[config.mk]
export PLATFORM = sky130hd
export DESIGN_NAME = pdkf_queue
export DESIGN_NICKNAME = d
export VERILOG_FILES = /design/src/rtl/pdkf_pkg.sv /design/src/rtl/pdkf_queue.sv
export SDC_FILE = /design/constraint.sdc
export NUM_CORES = 1
export LEC_CHECK = 0
export ABC_AREA = 1
export BUFFER_PORTS_ARGS = -buffer_cell sky130_fd_sc_hd__buf_2
export CORE_AREA = 2 2 231 233
export CTS_CLUSTER_DIAMETER = 50
export DETAILED_ROUTE_END_ITERATION = 8
export DIE_AREA = 0 0 233 235
export PLACE_DENSITY = 0.67
export RECOVER_POWER = 100
export SETUP_SLACK_MARGIN = 0.05
export SLEW_MARGIN = 0
export SYNTH_ARGS = -nofsm -noshare
export SYNTH_HDL_FRONTEND = slang
export SYNTH_SLANG_ARGS = --single-unit
export TNS_END_PERCENT = 50
[constraint.sdc]
create_clock -name i_clk -period 25.4 [get_ports i_clk]
set_input_delay 5.08 -clock i_clk [delete_from_list [all_inputs] [get_ports i_clk]]
set_output_delay 5.08 -clock i_clk [all_outputs]
set_load 0.1 [all_outputs]
[src/rtl/pdkf_pkg.sv]
package pdkf_pkg;

    localparam int unsigned MAX_FRAME_PIXELS = 1048576;
    localparam int unsigned TALLY_W          = 21;
    localparam int unsigned TALLY_FIELD_MAX  = (1 << TALLY_W) - 1;
    localparam logic [TALLY_W-1:0] TALLY_CAP =
        TALLY_W'((MAX_FRAME_PIXELS < TALLY_FIELD_MAX) ? MAX_FRAME_PIXELS : TALLY_FIELD_MAX);

    localparam logic [16:0] ONE_Q16 = 17'h10000;
    localparam logic [31:0] TEN_Q16 = 32'd655360;
    // Reciprocal of three for an exact divide of a 32-bit value: (v * RECIP3) >> 33.
    localparam logic [31:0] RECIP3  = 32'hAAAAAAAB;

    localparam int unsigned QUEUE_DEPTH = 2;
    localparam int unsigned QPTR_W      = $clog2(QUEUE_DEPTH);

    typedef enum logic [2:0] {
        REG_MIN_VAR    = 3'd0,
        REG_MAX_VAR    = 3'd1,
        REG_FORGET     = 3'd2,
        REG_GAIN_FLOOR = 3'd3,
        REG_GATE_THR   = 3'd4,
        REG_SCALE_NOISE = 3'd5,
        REG_DEPTH_LIMIT = 3'd6,
        REG_COUNT_EN   = 3'd7
    } t_reg_idx;

    typedef enum logic [1:0] {
        KIND_NONE  = 2'd0,
        KIND_OBS   = 2'd1,
        KIND_PRIOR = 2'd2,
        KIND_BOTH  = 2'd3
    } t_kind;

    typedef struct packed {
        logic [31:0] min_var;
        logic [31:0] max_var;
        logic [15:0] forget;
        logic [16:0] gain_floor;
        logic [31:0] gate_thr;
        logic [31:0] scale_noise;
        logic [31:0] depth_limit;
        logic        count_en;
    } t_cfg;

    typedef struct packed {
        t_kind       kind;
        logic [31:0] zp;
        logic [31:0] zo;
        logic [31:0] id;
        logic [31:0] diff;
        logic        zo_ge;
        logic [31:0] vpe;
        logic [31:0] voe;
        logic [32:0] vin;
        logic [31:0] base;
        logic [31:0] ovar;
        logic        last;
    } t_job;

    typedef enum logic [4:0] {
        ST_IDLE,
        ST_SIMPLE,
        ST_PRIOR,
        ST_PRIOR_FIN,
        ST_INNOV,
        ST_SQ0,
        ST_SQ1,
        ST_SQ2,
        ST_SQ3,
        ST_GATE,
        ST_CDEN,
        ST_CX_CHK,
        ST_CX_DIV,
        ST_XX,
        ST_X2,
        ST_X4,
        ST_X6,
        ST_POLY,
        ST_CDIV,
        ST_CAP,
        ST_KSTART,
        ST_KDIV,
        ST_POST0,
        ST_POST1,
        ST_POST2,
        ST_POST3,
        ST_POST4,
        ST_POST5,
        ST_EMIT
    } t_state;

endpackage

[src/rtl/pdkf_queue.sv]
module pdkf_queue import pdkf_pkg::*; (
    input  logic i_clk,
    input  logic i_rst_n,
    input  logic i_push,
    input  t_job i_job,
    input  logic i_pop,
    output t_job o_job,
    output logic o_full,
    output logic o_empty
);

    t_job              r_mem [QUEUE_DEPTH];
    logic [QPTR_W-1:0] r_wp;
    logic [QPTR_W-1:0] r_rp;
    logic [QPTR_W:0]   r_cnt;

    assign o_full  = (r_cnt == (QPTR_W+1)'(QUEUE_DEPTH));
    assign o_empty = (r_cnt == '0);
    assign o_job   = r_mem[r_rp];

    always_ff @(posedge i_clk) begin
        if (!i_rst_n) begin
            r_wp  <= '0;
            r_rp  <= '0;
            r_cnt <= '0;
        end else begin
            if (i_push) begin
                r_wp <= (r_wp == QPTR_W'(QUEUE_DEPTH - 1)) ? '0 : r_wp + 1'b1;
            end
            if (i_pop) begin
                r_rp <= (r_rp == QPTR_W'(QUEUE_DEPTH - 1)) ? '0 : r_rp + 1'b1;
            end
            if (i_push && !i_pop) begin
                r_cnt <= r_cnt + 1'b1;
            end else if (!i_push && i_pop) begin
                r_cnt <= r_cnt - 1'b1;
            end
        end
    end

    always_ff @(posedge i_clk) begin
        if (i_push) begin
            r_mem[r_wp] <= i_job;
        end
    end

endmodule

# == Word level (Yosys, flattened, before mapping) ==
# Memory sizes are Yosys's and may differ from the RTL's. A register that Yosys moved wholly into a read port is not among the register bits.
# Cells that the tools add are included.
# op_classes
eq_ne,1
reduce_logical,6
n_mux,8
n_addsub,4
# ops
operator,count
1-bit 2-to-1 mux,6
2-bit 2-to-1 mux,2
1-bit adder (second input constant),2
2-bit by 1-bit adder with 2-bit output (second input constant),1
2-bit == test (second input constant),1
1-bit logical AND,2
1-bit zero test,2
2-bit zero test,1
2-bit nonzero test,1
2-bit by 1-bit subtractor with 2-bit output (second input constant),1
# word_totals
ramBits,586
elab_cells,23
mem_count,1
out_inout_bits,295
register_bits,4
in_bits,297
# mem_list
memory,depth,word_bits,read_ports,rd_clocked_by_memory_dff,write_ports,line,text
r_mem,2,293,1,1,1,pdkf_queue.sv:12,t_job r_mem [QUEUE_DEPTH];

# == Depth between registers and ports, before layout ==
# Gate-level depths: netlist of run 1.
# depth
ltp_word,4
mapped_depth,8
mapped_depth_nobuf,8

# == Worst setup path after synthesis of run 1 ==
# Ideal clock, no wire load.
# synth_timing
path_type,input port to flip-flop
startpoint,in i_push
endpoint,"mem r_mem[0][0] in the netlist's numbering, enable pin"
path_stages,2
n_path_buf,0
arrival_time_ns,17.357
required_time_ns,24.439
setup_time_ns,0.961
path_slack_ns,7.082
cell_sequence,inv_1 nor2_1
# synth_between
elab_chain_cells,2
# synth_lines
element,line,text
"start, declared",pdkf_queue.sv:4,"input logic i_push,"
1-bit 2-to-1 mux,pdkf_queue.sv:42,if (i_push) begin
1-bit 2-to-1 mux (implied by the code),pdkf_queue.sv:43,r_mem[r_wp] <= i_job;
"end, declared",pdkf_queue.sv:12,
# No other way between the ends.

==> out/results.ini, run 1 <==
[run_status]
status=finished with violations
violations=max-capacitance violations, max-slew violations

[pwr]
ir_drop_uv=67.7
pwr_density_cell_mw_per_mm2=91.2
power.static_leakage_uw=0.00968
total_power_uw=2460

[routing]
firstDrtPassIters=7
drtIter0Drc=538
drc=0
vias=10959
drt-vias-per-instance=4.71
routed_wirelength_um=47200
wl_per_cell_um=20.3
ant_nets=0

[critical_path]
max_stage_delay_ns=2.47
cp_slowest_cell=clkbuf_1
crit_fanout=58
crit_arrival_ns=11.26
r2r_slack_ns=16.45
end_kind=primary output
start_kind=flop
worst_r2r_path_depth=4
required_ns=20.32
critical_path_class=flop to primary output
path_cells=clkbuf_1 -> clkbuf_1 -> clkbuf_1 -> mux2_4 -> clkbuf_1
timing.rr.start=r_wp$_SDFFE_PN0P_
reg2reg_to=r_mem[1][44]$_DFFE_PP_
cpMostUsedCell=clkbuf_1

[sta]
whs_ns=0.510
drv_slew=906
fin_ws_ns=9.06
period_needed_ns=16.34
slew_headroom=-1.91
worst_slew_pin_slew_ns=4.37
fmax_mhz=61.2
final.setup.tns_ns=0
hold_violations=0
clock_skew_ns=0.0101
post-route-period-util=0.643
rsz0062_at_grt=no
setup-violations-final=0

[clock_network]
clock_path_buffers=3
numCtsBuffers=60
post-cts-setup-buffers=0
root_buffer=clkbuf_16
htreeDepth=2
cts_tree=built
cts_sinks=591
clock_latency_ns=0.58
cts_resized=0
hold_buffers=0
cts.clk_slew.worst_paths_ns=0.06

[synth]
ys_seq_area_frac=0.785
yosysWarnings=0
synth_area_mm2=0.0225
avgSynthCellArea_um2=23.8
synthTopCellsByArea=edfxtp_1, mux2_4, mux2_2
netlist.top_cell.by_area=edfxtp_1
synth_top_area_share=0.781
synth_cell_types=15
syn_nets=1245
yosys_register_bits=591
syn_inst=947

[cells_and_area]
final_area_mm2=0.0270
final_common_cell=edfxtp_1
syn_to_final_growth_pct=19.6
nNetsFinal=1877
final_cell_mix=edfxtp_1, buf_2, clkbuf_1, mux2_1, mux2_4
drive_gt1_frac=0.328

[place]
io_buffers=591
dp_slack_ns=16.19
gp_congestion=0.805
place_hpwl_um=32800
postPlaceCellArea_mm2=0.0261

[worst_hold_path]
min_from=r_rp$_SDFFE_PN0P_
hold_depth=2
hp-class=flop to flop

[floorplan]
rows=84
die_w_um=233
core-area_mm2=0.0522
fp.dieH_um=235
ios=592
die_area_mm2=0.0548
initial_core_util=0.432

[grt]
antenna_found_initial=15
first_global_vias=11501
grt_overflow_total=0
grt_usage=0.165
grt_max_degree=88
grt_pass1_wl_um=68000

[run]
cap_violations=15

[cells in the mapped netlist]
library cell  instances
mux2_2               23
mux2_4              270
nand4_1               1
a21oi_1               1
nand3_1               1
nor2_1                9
ha_1                  1
dfxtp_1               5
buf_6                19
nand2_1               8
buf_2                 2
edfxtp_1            586
o21ai_0               1
buf_8                12
inv_1                 8
[final cells by class]
type	count	area, um^2
diodes	13	32.5
clock buffers	81	1600
clock inverters	26	236
fillers	4435	25300
inverters	8	31.3
multi-input cells	315	3850
flip-flops and latches	591	17700
well taps	688	861
repair buffers	603	2650
[per-stage QoR]
stage | util | cells
floorplan | - | 947
global placement | 0.499 | 2205
detailed placement | 0.499 | 2205
CTS | 0.534 | 2312
global route | 0.516 | 2320
finish | 0.516 | 2325
[flip-flops by register name (all words and copies together) (netlist names), named ones only]
name / cells
r_cnt: 2
r_mem: 586
r_rp: 1
r_wp: 1
[critical path: cells and delay by family (launching register included)]
family	cells	cell delay, ns
DFF	1	1.97
buffers and inverters	4	8.14
muxes	1	0.47
[cell families after synthesis]
kind of cell	synth area share
buf+inv	0.0193
compound gates	0.000444
mux	0.191
flops	0.785
simple gates	0.00333
fa+ha+maj	0.000555
[routing by layer]
metal / share of wire / up-vias / GRT usage
met5: 0.00087 / - / 0
met4: 0.027 / 6 / 0.0649
met3: 0.096 / 87 / 0.0641
met2: 0.49 / 435 / 0.276
met1: 0.38 / 5384 / 0.190
li1: - / 5047 / -
[worst max path at each step]
stage | startpoint | to | slack [ns] | cells after the start
2_1_floorplan | i_push | r_mem[0][0]$_DFFE_PP_ | 7.08 | 2
3_3_place_gp | flop | o_job[45] | 16.27 | 5
3_5_place_dp | flop | o_job[82] | 16.19 | 5
4_1_cts | flop | o_job[82] | 15.53 | 5
5_1_grt | flop | o_job[82] | 8.18 | 5
6_report | flop | o_job[82] | 9.06 | 5
[where the power goes]
group	internal [uW]	switching [uW]	leakage [uW]
logic	86.9	400	0.00325
registers	1140	14.5	0.00554
clock network	480	342	0.000897
total	1700	756	0.00968
(Power assumes the default switching activity.)
==> inputs of run 2 (changes only) <==
Settings changed: CORE_AREA 2 2 231 233 to 2 2 233 235, DIE_AREA 0 0 233 235 to 0 0 235 237, PLACE_DENSITY 0.67 to 0.69.
Clock period 25.4 ns to 14.6 ns, I/O delays scaled along.
==> out/results.ini, run 2 (synthesis gave the netlist of run 1 again) <==
[floorplan]
fp.dieH_um=237
die_w_um=235
ios=592
initial_core_util=0.423
core-area_mm2=0.0533
rows=85
die_area_mm2=0.0557

[run_status]
violations=max-capacitance violations, max-slew violations
status=finished with violations

[critical_path]
required_ns=14.82
worst_r2r_path_depth=4
crit_end=r_mem[1][22]$_DFFE_PP_
critical_path_class=input port to flop
reg2reg_to=r_mem[1][22]$_DFFE_PP_
crit_arrival_ns=9.63
r2r_slack_ns=7.34
critPathLaunch=i_push
start_kind=input port
end_kind=flop
crit_fanout=79
timing.rr.start=r_wp$_SDFFE_PN0P_

[grt]
antenna_found_initial=11
grt_usage=0.161
grt_pass1_wl_um=68600
grtUsageMet1=0.188
grt_overflow_total=0
grtUsageMet3=0.0618
grt.busiest_layer=met2
grt_use_met2=0.277
grt_max_degree=126
first_global_vias=11435

[routing]
firstDrtPassIters=4
vias=11032
drc=0
ant_nets=0
wl_per_cell_um=20.2
drtIter0Drc=659
routed_wirelength_um=47000
drt-vias-per-instance=4.74

[sta]
whs_ns=0.497
fin_ws_ns=5.19
drv_slew=453
slew_headroom=-2.10
worst_slew_pin_slew_ns=4.65
post-route-period-util=0.645
rsz0062_at_grt=no
fmax_mhz=106
period_needed_ns=9.41
setup-violations-final=0
final.setup.tns_ns=0
hold_violations=0
clock_skew_ns=0.0173

[clock_network]
hold_buffers=0
cts_sinks=591
cts.clk_slew.worst_paths_ns=0.06
htreeDepth=2
clock_path_buffers=3
post-cts-setup-buffers=0
root_buffer=clkbuf_16
cts_resized=0
numCtsBuffers=61
cts_tree=built
clock_latency_ns=0.60

[cells_and_area]
largest_register_ffs=586
final_common_cell=edfxtp_1
drive_gt1_frac=0.330
regArea_mm2=0.0177
nNetsFinal=1875
multiInputGateArea_mm2=0.00440
syn_to_final_growth_pct=21.7
largest-register=r_mem
final_cell_mix=edfxtp_1, clkbuf_1, mux2_4, buf_2, clkbuf_16
reg_top3=r_mem x586, r_cnt x2
fillerInstances=4416

[place]
place_hpwl_um=31900
gp_congestion=0.803
dp_slack_ns=8.60
io_buffers=591

[worst_hold_path]
hp-class=flop to flop

[pwr]
pwr_density_cell_mw_per_mm2=159
ir_drop_uv=151
power.static_leakage_uw=0.00985

[run]
cap_violations=7

[run 2: final cells by class]
cell class,count,area share
clock inverters,43,0.0124
clock buffers,72,0.0587
repair buffers,600,0.0907
diodes,3,0.000274
inverters,8,0.00114
flip-flops and latches,591,0.645
well taps,696,0.0317
multi-input cells,315,0.160
[run 2: routing by layer]
layer | vias up | share of wire
met3 | 88 | 0.086
met2 | 423 | 0.51
li1 | 5046 | -
met5 | - | 0.0023
met1 | 5459 | 0.38
met4 | 16 | 0.022
[run 2: how the worst min path moves through the flow]
stage                            from                 to  slack (ns)  cells past startpoint
detailed placement  r_rp$_SDFFE_PN0P_               flop        0.49                      2
global placement    r_rp$_SDFFE_PN0P_  r_rp$_SDFFE_PN0P_        0.48                      2
global route        r_rp$_SDFFE_PN0P_               flop        0.55                      2
floorplan           r_rp$_SDFFE_PN0P_               flop        0.46                      2
CTS                 r_rp$_SDFFE_PN0P_               flop        0.51                      2
finish              r_rp$_SDFFE_PN0P_               flop        0.50                      2
[run 2: stage by stage]
stage / instance area, um^2 / util / power (uW) / instances
after CTS: 28000 / 0.526 / 4420 / 2325
after global routing: 27400 / 0.515 / 4500 / 2328
after floorplan: 22500 / - / 2800 / 947
final: 27400 / 0.515 / 4360 / 2328
after global placement: 26100 / 0.489 / 2920 / 2210
after detailed placement: 26100 / 0.489 / 2930 / 2210
[run 2: where the power goes]
part	switching (uW)	internal (uW)
Clock	628	861
Combinational	702	170
Sequential	26.5	1980
Total	1360	3010
[run 2: worst max-delay path, stage by stage]
cell,delay [ns]
clkbuf_1,0.18
nand2_1,0.12
clkinvlp_2,2.11
clkbuf_1,3.18
buf_4,1.03
