**src/rtl/pdkf_pkg.sv**
```systemverilog
package pdkf_pkg;

    localparam int unsigned MAX_FRAME_PIXELS = 1048576;
    localparam int unsigned TALLY_W          = 21;
    localparam int unsigned TALLY_FIELD_MAX  = (1 << TALLY_W) - 1;
    localparam logic [TALLY_W-1:0] TALLY_CAP =
        TALLY_W'((MAX_FRAME_PIXELS < TALLY_FIELD_MAX) ? MAX_FRAME_PIXELS : TALLY_FIELD_MAX);

    localparam logic [16:0] ONE_Q16 = 17'h10000;
    localparam logic [31:0] TEN_Q16 = 32'd655360;
    // Reciprocal of three for an exact divide of a 32-bit value: (v * RECIP3) >> 33.
    localparam logic [31:0] RECIP3  = 32'hAAAAAAAB;

    localparam int unsigned QUEUE_DEPTH = 2;
    localparam int unsigned QPTR_W      = $clog2(QUEUE_DEPTH);

    typedef enum logic [2:0] {
        REG_MIN_VAR    = 3'd0,
        REG_MAX_VAR    = 3'd1,
        REG_FORGET     = 3'd2,
        REG_GAIN_FLOOR = 3'd3,
        REG_GATE_THR   = 3'd4,
        REG_SCALE_NOISE = 3'd5,
        REG_DEPTH_LIMIT = 3'd6,
        REG_COUNT_EN   = 3'd7
    } t_reg_idx;

    typedef enum logic [1:0] {
        KIND_NONE  = 2'd0,
        KIND_OBS   = 2'd1,
        KIND_PRIOR = 2'd2,
        KIND_BOTH  = 2'd3
    } t_kind;

    typedef struct packed {
        logic [31:0] min_var;
        logic [31:0] max_var;
        logic [15:0] forget;
        logic [16:0] gain_floor;
        logic [31:0] gate_thr;
        logic [31:0] scale_noise;
        logic [31:0] depth_limit;
        logic        count_en;
    } t_cfg;

    typedef struct packed {
        t_kind       kind;
        logic [31:0] zp;
        logic [31:0] zo;
        logic [31:0] id;
        logic [31:0] diff;
        logic        zo_ge;
        logic [31:0] vpe;
        logic [31:0] voe;
        logic [32:0] vin;
        logic [31:0] base;
        logic [31:0] ovar;
        logic        last;
    } t_job;

    typedef enum logic [4:0] {
        ST_IDLE,
        ST_SIMPLE,
        ST_PRIOR,
        ST_PRIOR_FIN,
        ST_INNOV,
        ST_SQ0,
        ST_SQ1,
        ST_SQ2,
        ST_SQ3,
        ST_GATE,
        ST_CDEN,
        ST_CX_CHK,
        ST_CX_DIV,
        ST_XX,
        ST_X2,
        ST_X4,
        ST_X6,
        ST_POLY,
        ST_CDIV,
        ST_CAP,
        ST_KSTART,
        ST_KDIV,
        ST_POST0,
        ST_POST1,
        ST_POST2,
        ST_POST3,
        ST_POST4,
        ST_POST5,
        ST_EMIT
    } t_state;

endpackage

```
**src/rtl/pdkf_front.sv**
```systemverilog
module pdkf_front import pdkf_pkg::*; (
    input  t_cfg        i_cfg,
    input  logic [31:0] i_prior_depth,
    input  logic [31:0] i_observed_depth,
    input  logic [31:0] i_prior_variance,
    input  logic [31:0] i_observed_variance,
    input  logic [31:0] i_relative_inverse_depth,
    input  logic        i_frame_last,
    output t_job        o_job
);

    logic        sp;
    logic        so;
    logic [31:0] base;
    logic [31:0] vpe;
    logic [31:0] voe;

    always_comb begin
        sp   = (i_relative_inverse_depth != '0) && (i_prior_depth != '0);
        so   = (i_relative_inverse_depth != '0) && (i_observed_depth != '0);
        base = (i_prior_variance != '0) ? i_prior_variance : TEN_Q16;
        vpe  = (base < i_cfg.min_var) ? i_cfg.min_var : base;
        voe  = (i_observed_variance < i_cfg.min_var) ? i_cfg.min_var : i_observed_variance;

        if (!sp && !so) begin
            o_job.kind = KIND_NONE;
        end else if (!sp) begin
            o_job.kind = KIND_OBS;
        end else if (!so) begin
            o_job.kind = KIND_PRIOR;
        end else begin
            o_job.kind = KIND_BOTH;
        end

        o_job.zp    = i_prior_depth;
        o_job.zo    = i_observed_depth;
        o_job.id    = i_relative_inverse_depth;
        o_job.zo_ge = (i_observed_depth >= i_prior_depth);
        o_job.diff  = o_job.zo_ge ? (i_observed_depth - i_prior_depth)
                                  : (i_prior_depth - i_observed_depth);
        o_job.vpe   = vpe;
        o_job.voe   = voe;
        o_job.vin   = {1'b0, vpe} + {1'b0, voe};
        o_job.base  = base;
        o_job.ovar  = (i_observed_variance != '0) ? i_observed_variance : i_cfg.max_var;
        o_job.last  = i_frame_last;
    end

endmodule

```
**config.mk**
```make
export PLATFORM = sky130hd
export DESIGN_NAME = pdkf_front
export DESIGN_NICKNAME = d
export VERILOG_FILES = /design/src/rtl/pdkf_pkg.sv /design/src/rtl/pdkf_front.sv
export SDC_FILE = /design/constraint.sdc
export NUM_CORES = 1
export LEC_CHECK = 0
export BUFFER_PORTS_ARGS = -buffer_cell sky130_fd_sc_hd__buf_2
export CAP_MARGIN = 15
export CORE_AREA = 2 2 252 254
export DETAILED_ROUTE_END_ITERATION = 10
export DIE_AREA = 0 0 254 256
export GPL_ROUTABILITY_DRIVEN = 0
export PLACE_DENSITY = 0.41
export SLEW_MARGIN = 20
export SYNTH_ARGS = -nofsm -noshare
export SYNTH_HDL_FRONTEND = slang
export SYNTH_SLANG_ARGS = --single-unit
```
**constraint.sdc**
```tcl
create_clock -name vclk -period 10.2
set_input_delay 1.02 -clock vclk [all_inputs]
set_output_delay 1.02 -clock vclk [all_outputs]
set_load 0.02 [all_outputs]
```
-- After elaboration in Yosys (flattened, before gate mapping)
Cells that the tools add are included.
- word-level logic and storage cells: 24
- output and inout port bits: 293
- input port bits: 355
- flip-flop bits (word level): 0
- mux-type cells: 8
- reduce and logical (&&, ||, !) cells: 10
- order comparisons: 3
- add/subtract/negate cells: 3
- operators by type and width (cell ; count):
    32-bit two-way mux ; 5
    32-bit nonzero test ; 5
    32-bit less-than comparator ; 2
    32-bit subtractor ; 2
    32-bit by 32-bit adder with 33-bit output ; 1
    32-bit >= comparator ; 1
    2-bit two-way mux ; 2
    1-bit logical AND ; 3
    1-bit logical NOT ; 2
    1-bit two-way mux ; 1

-- Longest topological paths before layout
Gate-level depths: netlist of run 1.
- depth after elaboration: 5
- depth in mapped cells: 24
- gate-level depth less buffers: 23

-- Worst setup path after synthesis of run 1
No wires, ideal clock.
- kind: input to output
- from: in i_prior_variance[9]
- to: out o_job[95] (netlist name)
- data arrival time: 5.745 ns
- setup slack: 3.435 ns
- buffers on the path: 2
- data required time: 9.180 ns
- cell stages on the path: 21
- path through: clkbuf_1 ha_1 a21o_1 a21o_1 a21oi_1 o21ai_0 a31oi_1 or4b_2 nand4_1 buf_2 mux2_2 ha_1 fa_1 a21oi_1 o211ai_1 o2111ai_1 o21ai_0 o21ai_0 a21oi_1 a311oi_1 xnor2_1
- RTL lines (what ; line ; text):
    start: declaration ; pdkf_front.sv:5 ; input logic [31:0] i_prior_variance,
    end: declaration ; pdkf_front.sv:9 ; output t_job o_job

==> results of run 1 <==
[power by group]
part	leakage [nW]	switching, mW	total [mW]	internal [mW]
Clock	0.0000127	0	0.0000000264	0.0000000263
Sequential	0	0	0	0
Combinational	6.10	0.736	1.13	0.398
Total	6.10	0.736	1.13	0.398
[Yosys cell counts, types with 6 or more instances]
cell type	n	share of area, %
or2_2	6	0.42
a21oi_1	97	5.4
clkbuf_1	41	1.7
nor4_1	46	3.2
buf_2	18	1.0
nand3_1	15	0.83
a211oi_1	9	0.75
o21ai_0	64	3.6
ha_1	157	22
a31oi_1	12	0.83
a21o_1	87	7.2
o221ai_1	6	0.58
o21a_1	10	0.83
xor2_1	23	2.2
and3_1	9	0.62
nand4_1	29	2.0
or3_1	6	0.42
a221oi_1	6	0.58
and2_1	7	0.49
inv_1	113	4.7
buf_4	102	8.5
nor3_1	23	1.3
nor2b_1	10	0.69
mux2_2	64	8.0
nand2b_1	13	0.90
xnor2_1	30	2.9
nand2_1	62	2.6
o211ai_1	15	1.2
mux2i_1	13	1.4
nor2_1	67	2.8
o21bai_1	10	0.83
[worst paths after layout]
| kind | from | end |
|---|---|---|
| min | i_frame_last | o_job[0] |
| max | i_prior_variance[3] | o_job[95] |
[routing by layer]
metal,global-route usage (%),up-vias
met5,0,-
met2,26.25,513
met1,16.82,5375
met3,1.942,62
met4,3.203,4
li1,-,5235
[cell type report]
cell class	instances	area (µm²)
Fill cell	7212	50720
Multi-Input combinational cell	983	7566
Timing Repair Buffer	520	2613
Tap cell	846	1059
Inverter	114	427.9
Antenna cell	2	5.005
[stage by stage]
step | total power, mW | utilization [%]
after floorplan | 0.7443 | -
after global placement | 1.127 | 18.69
after detailed placement | 1.130 | 18.69
after CTS | 1.135 | 18.69
after global routing | 1.221 | 18.70
final | 1.134 | 18.70
[kinds of logic (layout without fill, tap and decap cells)]
family / Yosys count / after routing / share of synthesized area (%)
fa+ha+maj: 160 / 160 / 22.44
xor+xnor: 53 / 53 / 5.146
mux: 79 / 79 / 9.722
compound gates: 379 / 379 / 28.31
simple gates: 312 / 312 / 18.04
other cells: 0 / 2 / 0
buf+inv: 280 / 634 / 16.34
==> run_summary.xml, run 1 <==
<?xml version="1.0" encoding="UTF-8"?>
<metrics>
  <group name="timing">
    <metric name="finalWorstPathRequiredPeriod" unit="ps">8175</metric>
    <metric name="period_share" unit="%">80.15</metric>
    <metric name="finalSetupViolCount" unit="">0</metric>
    <metric name="tightest_slew" unit="ps">821.2</metric>
    <metric name="timing.max_slew.rel_slack" unit="%">44.78</metric>
    <metric name="post-route-worst-setup-slack" unit="ps">2025</metric>
    <metric name="finalHoldViolCount" unit="">0</metric>
    <metric name="hold_slack" unit="ps">2040</metric>
    <metric name="rsz_0062_raised_after_global_routing" unit="">false</metric>
    <metric name="report.final.slew_viol_count" unit="">0</metric>
    <metric name="tns" unit="ps">0</metric>
    <metric name="fmax" unit="MHz">122.3</metric>
  </group>
  <group name="final_layout">
    <metric name="stdcell_count" unit="">2465</metric>
    <metric name="area.growth.synth_to_final" unit="%">29.36</metric>
    <metric name="sequential_cell_area" unit="µm²">0</metric>
    <metric name="drive_above_1_share" unit="%">37.66</metric>
    <metric name="num-nets-final" unit="">2134</metric>
    <metric name="number_of_flip_flops_and_latches" unit="">0</metric>
    <metric name="final.clkbuf_count" unit="">0</metric>
    <metric name="layout.cells.most_common" unit="">buf_2</metric>
    <metric name="final_cell_mix" unit="">516 x buf_2, 157 x ha_1, 113 x inv_1, 97 x a21oi_1, 87 x a21o_1</metric>
    <metric name="final_design_area_no_fill" unit="µm²">11670</metric>
  </group>
  <group name="flow_run">
    <metric name="drv_cap" unit="">0</metric>
  </group>
  <group name="worst_setup_path">
    <metric name="worstPathMaxFanout" unit="">16</metric>
    <metric name="worst_path_largest_cell_delay" unit="ps">650</metric>
    <metric name="worst_setup_path_end_kind" unit="">output port</metric>
    <metric name="critPathBufInv" unit="">3</metric>
    <metric name="criticalPathCategory" unit="">input port to output port</metric>
    <metric name="startpoint_type" unit="">input port</metric>
    <metric name="timing.critical_path.slowest_stage_cell" unit="">or4b_2</metric>
    <metric name="path_depth" unit="">22</metric>
    <metric name="worst_ep_required_time" unit="ps">9180</metric>
    <metric name="timing.critical_path.mode_cell" unit="">nand4_1</metric>
    <metric name="cp_top_delay_family" unit="">compound AO/OA/AOI/OAI gates</metric>
    <metric name="worstPathCellList" unit="">buf_2, nor4_1, nand4_1, nor2_1, or2_2, ha_1, nand4_1, or4b_2, nand4_1, buf_4, mux2_2, ha_1, fa_1, a21oi_1, o211ai_1, o2111ai_1, o21ai_0, o21ai_0, a21oi_1, a311oi_1, xnor2_1, buf_2</metric>
    <metric name="worst_ep_arrival_time" unit="ps">7150</metric>
  </group>
  <group name="die">
    <metric name="die-area" unit="µm²">65020</metric>
    <metric name="ios" unit="">648</metric>
    <metric name="die_height" unit="µm">256</metric>
    <metric name="initial_utilization" unit="%">14.46</metric>
    <metric name="design.core.area" unit="µm²">62390</metric>
    <metric name="rows" unit="">92</metric>
    <metric name="fp.dieW" unit="µm">254</metric>
  </group>
  <group name="placed_design">
    <metric name="placement.io_buffers" unit="">516</metric>
    <metric name="place_worst_setup_slack" unit="ps">1957</metric>
    <metric name="placed_cell_area" unit="µm²">11660</metric>
    <metric name="numPlacedInstances" unit="">2463</metric>
    <metric name="place.detailed.hpwl" unit="mm">43.14</metric>
  </group>
  <group name="routing">
    <metric name="dr.max_layer_used" unit="">met5</metric>
    <metric name="m1WireLength" unit="mm">20.39</metric>
    <metric name="wirelength" unit="mm">49.25</metric>
    <metric name="routed-wl-met3" unit="mm">3.235</metric>
    <metric name="ant_nets" unit="">0</metric>
    <metric name="via_count" unit="">11190</metric>
    <metric name="via_per_inst" unit="">4.539</metric>
    <metric name="first_pass_iters" unit="">5</metric>
    <metric name="detailroute.wirelength.met2" unit="mm">24.49</metric>
    <metric name="dr.first_iter.drc_count" unit="">671</metric>
    <metric name="drt-wirelength-per-cell" unit="µm">19.98</metric>
    <metric name="drt_drc_violations_left" unit="">0</metric>
  </group>
  <group name="grt">
    <metric name="grt_start_max_net_pins" unit="">33</metric>
    <metric name="antenna_found_initial" unit="">4</metric>
    <metric name="grt_pass1_vias" unit="">11140</metric>
    <metric name="global_route.overflow_total" unit="">0</metric>
    <metric name="track_usage" unit="%">14.09</metric>
    <metric name="global_route_wire_length_before_repair" unit="mm">71.24</metric>
  </group>
  <group name="worst_hold_path">
    <metric name="hp-class" unit="">input port to output port</metric>
    <metric name="min_path_cells" unit="">0</metric>
  </group>
  <group name="power_and_ir_drop">
    <metric name="static-leakage-power" unit="nW">6.099</metric>
    <metric name="power_per_cell_area" unit="nW/µm²">97.16</metric>
    <metric name="worst_ir_drop_vdd" unit="mV">0.05355</metric>
  </group>
  <group name="cts">
    <metric name="postCtsSetupBuffers" unit="">0</metric>
    <metric name="post_cts_resize_count" unit="">0</metric>
    <metric name="cts_hold_buf" unit="">0</metric>
  </group>
  <group name="logic_synthesis">
    <metric name="synth.cell_area" unit="µm²">9021</metric>
    <metric name="synth_area_per_cell" unit="µm²">7.143</metric>
    <metric name="netlist_instances" unit="">1263</metric>
    <metric name="yosysSeqAreaShare" unit="%">0</metric>
    <metric name="yosysWarningCount" unit="">0</metric>
    <metric name="netlist-cell-type-count" unit="">78</metric>
    <metric name="synth_fp_nets" unit="">1778</metric>
  </group>
  <group name="outcome">
    <metric name="run_status" unit="">completed</metric>
  </group>
</metrics>
No activity file was read; power rests on OpenSTA's default activity.
==> inputs of run 2 (changes only) <==
CORE_AREA = 2 2 255 257   (was 2 2 252 254)
DIE_AREA = 0 0 257 259   (was 0 0 254 256)
PLACE_DENSITY = 0.4   (was 0.41)
clock period = 7.71 ns   (was 10.2 ns; I/O delays follow)
==> run_summary.xml, run 2 (synthesis results as in run 1) <==
<?xml version="1.0" encoding="UTF-8"?>
<metrics>
  <group name="worst_setup_path">
    <metric name="worst_ep_required_time" unit="ps">6940</metric>
    <metric name="startpoint_type" unit="">input port</metric>
    <metric name="criticalPathCategory" unit="">input port to output port</metric>
    <metric name="timing.critical_path.mode_cell" unit="">nand4_1</metric>
    <metric name="path_depth" unit="">21</metric>
    <metric name="timing.critical_path.slowest_stage_cell" unit="">or4b_2</metric>
    <metric name="worstPathMaxFanout" unit="">31</metric>
    <metric name="worst_path_largest_cell_delay" unit="ps">650</metric>
    <metric name="worst_setup_path_end_kind" unit="">output port</metric>
    <metric name="worst_ep_arrival_time" unit="ps">6520</metric>
    <metric name="cp_top_delay_family" unit="">compound AO/OA/AOI/OAI gates</metric>
    <metric name="critPathBufInv" unit="">3</metric>
    <metric name="worstPathCellList" unit="">buf_2, nor4_1, nand4_1, nor2_1, or2_2, ha_1, nand4_1, or4b_2, nand4_1, buf_12, mux2_2, fa_1, a21oi_1, o211ai_1, o2111ai_1, o21ai_0, o21ai_1, a21oi_1, a311oi_1, xnor2_1, buf_2</metric>
  </group>
  <group name="routing">
    <metric name="drt_drc_violations_left" unit="">0</metric>
    <metric name="first_pass_iters" unit="">5</metric>
    <metric name="ant_nets" unit="">0</metric>
    <metric name="via_per_inst" unit="">4.508</metric>
    <metric name="via_count" unit="">11170</metric>
    <metric name="drt-wirelength-per-cell" unit="µm">20.17</metric>
    <metric name="dr.first_iter.drc_count" unit="">730</metric>
    <metric name="wirelength" unit="mm">49.96</metric>
  </group>
  <group name="power_and_ir_drop">
    <metric name="power.internal" unit="µW">530.0</metric>
    <metric name="power_per_cell_area" unit="nW/µm²">129.2</metric>
    <metric name="power.share.switching" unit="%">65.00</metric>
    <metric name="net-switching-power" unit="µW">984.2</metric>
    <metric name="static-leakage-power" unit="nW">6.122</metric>
    <metric name="worst_ir_drop_vdd" unit="mV">0.05771</metric>
    <metric name="report.power.total" unit="mW">1.514</metric>
    <metric name="p_comb_share" unit="%">100.0</metric>
    <metric name="share_seq_of_total_power" unit="%">0</metric>
    <metric name="power_frac_clock" unit="%">0</metric>
  </group>
  <group name="grt">
    <metric name="antenna_found_initial" unit="">1</metric>
    <metric name="track_usage" unit="%">13.93</metric>
    <metric name="grt_start_max_net_pins" unit="">32</metric>
    <metric name="global_route_wire_length_before_repair" unit="mm">72.26</metric>
    <metric name="global_route.overflow_total" unit="">0</metric>
    <metric name="grt_pass1_vias" unit="">10960</metric>
  </group>
  <group name="worst_hold_path">
    <metric name="hold-path-endpoint" unit="">o_job[0]</metric>
    <metric name="timing.hold.worst.start" unit="">i_frame_last</metric>
    <metric name="min_path_cells" unit="">0</metric>
    <metric name="hp-class" unit="">input port to output port</metric>
  </group>
  <group name="final_layout">
    <metric name="area.growth.synth_to_final" unit="%">29.87</metric>
    <metric name="layout.cells.most_common" unit="">buf_2</metric>
    <metric name="final_design_area_no_fill" unit="µm²">11720</metric>
    <metric name="sequential_cell_area" unit="µm²">0</metric>
    <metric name="stdcell_count" unit="">2477</metric>
    <metric name="final.clkbuf_count" unit="">0</metric>
    <metric name="num-nets-final" unit="">2138</metric>
    <metric name="drive_above_1_share" unit="%">37.82</metric>
    <metric name="number_of_flip_flops_and_latches" unit="">0</metric>
    <metric name="multi_input_comb_area" unit="µm²">7561</metric>
    <metric name="final_cell_mix" unit="">516 x buf_2, 157 x ha_1, 113 x inv_1, 97 x a21oi_1, 87 x a21o_1</metric>
    <metric name="fillerInstances" unit="">7351</metric>
  </group>
  <group name="die">
    <metric name="ios" unit="">648</metric>
    <metric name="design.core.area" unit="µm²">63880</metric>
    <metric name="fp.dieW" unit="µm">257</metric>
    <metric name="initial_utilization" unit="%">14.12</metric>
    <metric name="rows" unit="">93</metric>
    <metric name="die_height" unit="µm">259</metric>
    <metric name="die-area" unit="µm²">66560</metric>
  </group>
  <group name="timing">
    <metric name="tns" unit="ps">0</metric>
    <metric name="finalHoldViolCount" unit="">0</metric>
    <metric name="period_share" unit="%">94.63</metric>
    <metric name="finalWorstPathRequiredPeriod" unit="ps">7296</metric>
    <metric name="finalSetupViolCount" unit="">0</metric>
    <metric name="fmax" unit="MHz">137.1</metric>
    <metric name="report.final.slew_viol_count" unit="">0</metric>
    <metric name="timing.max_slew.rel_slack" unit="%">46.29</metric>
    <metric name="tightest_slew" unit="ps">797.2</metric>
    <metric name="rsz_0062_raised_after_global_routing" unit="">false</metric>
    <metric name="hold_slack" unit="ps">1543</metric>
  </group>
  <group name="placed_design">
    <metric name="numPlacedInstances" unit="">2476</metric>
    <metric name="placement.io_buffers" unit="">516</metric>
    <metric name="placed_cell_area" unit="µm²">11710</metric>
    <metric name="place.detailed.hpwl" unit="mm">43.59</metric>
  </group>
  <group name="outcome">
    <metric name="run_status" unit="">completed</metric>
  </group>
  <group name="cts">
    <metric name="cts_hold_buf" unit="">0</metric>
    <metric name="post_cts_resize_count" unit="">0</metric>
    <metric name="postCtsSetupBuffers" unit="">0</metric>
  </group>
  <group name="flow_run">
    <metric name="drv_cap" unit="">0</metric>
  </group>
</metrics>
run 2: cell type report:
cell class,count,area share [%]
timing repair buffer,524,22.66
multi-input combinational,983,64.53
tap,855,9.131
inverter,114,3.652
antenna,1,0.02136
run 2: power by group through the flow:
stage	Clock (mW)	Sequential, mW	Combinational, mW
after CTS	0	0	1.51
after floorplan	0	0	0.985
final	0.0000000174	0	1.51
after detailed placement	0	0	1.51
after global routing	0.0000000174	0	1.63
after global placement	0	0	1.50
run 2: layer usage:
layer / track usage [%] / up-vias / part of all wire, %
li1: - / 5228 / -
met1: 17.25 / 5408 / 43
met2: 26.57 / 496 / 51
met3: 1.211 / 35 / 5.0
met4: 1.744 / 0 / 1.4
met5: 0 / - / 0
run 2: how the worst max path moves through the flow:
stage / to / from
6_report: o_job[95] / i_prior_variance[10]
2_1_floorplan: o_job[95] / i_prior_variance[9]
5_1_grt: o_job[95] / i_prior_variance[9]
4_1_cts: o_job[95] / i_prior_variance[10]
3_3_place_gp: o_job[95] / i_prior_variance[10]
3_5_place_dp: o_job[95] / i_prior_variance[10]
run 2: through the flow:
stage / worst slack [ps] / utilization, %
global placement: 254.7 / 18.34
detailed placement: 238.5 / 18.34
finish: 414.3 / 18.34
floorplan: 1443 / -
CTS: 214.1 / 18.34
global route: 38.16 / 18.34
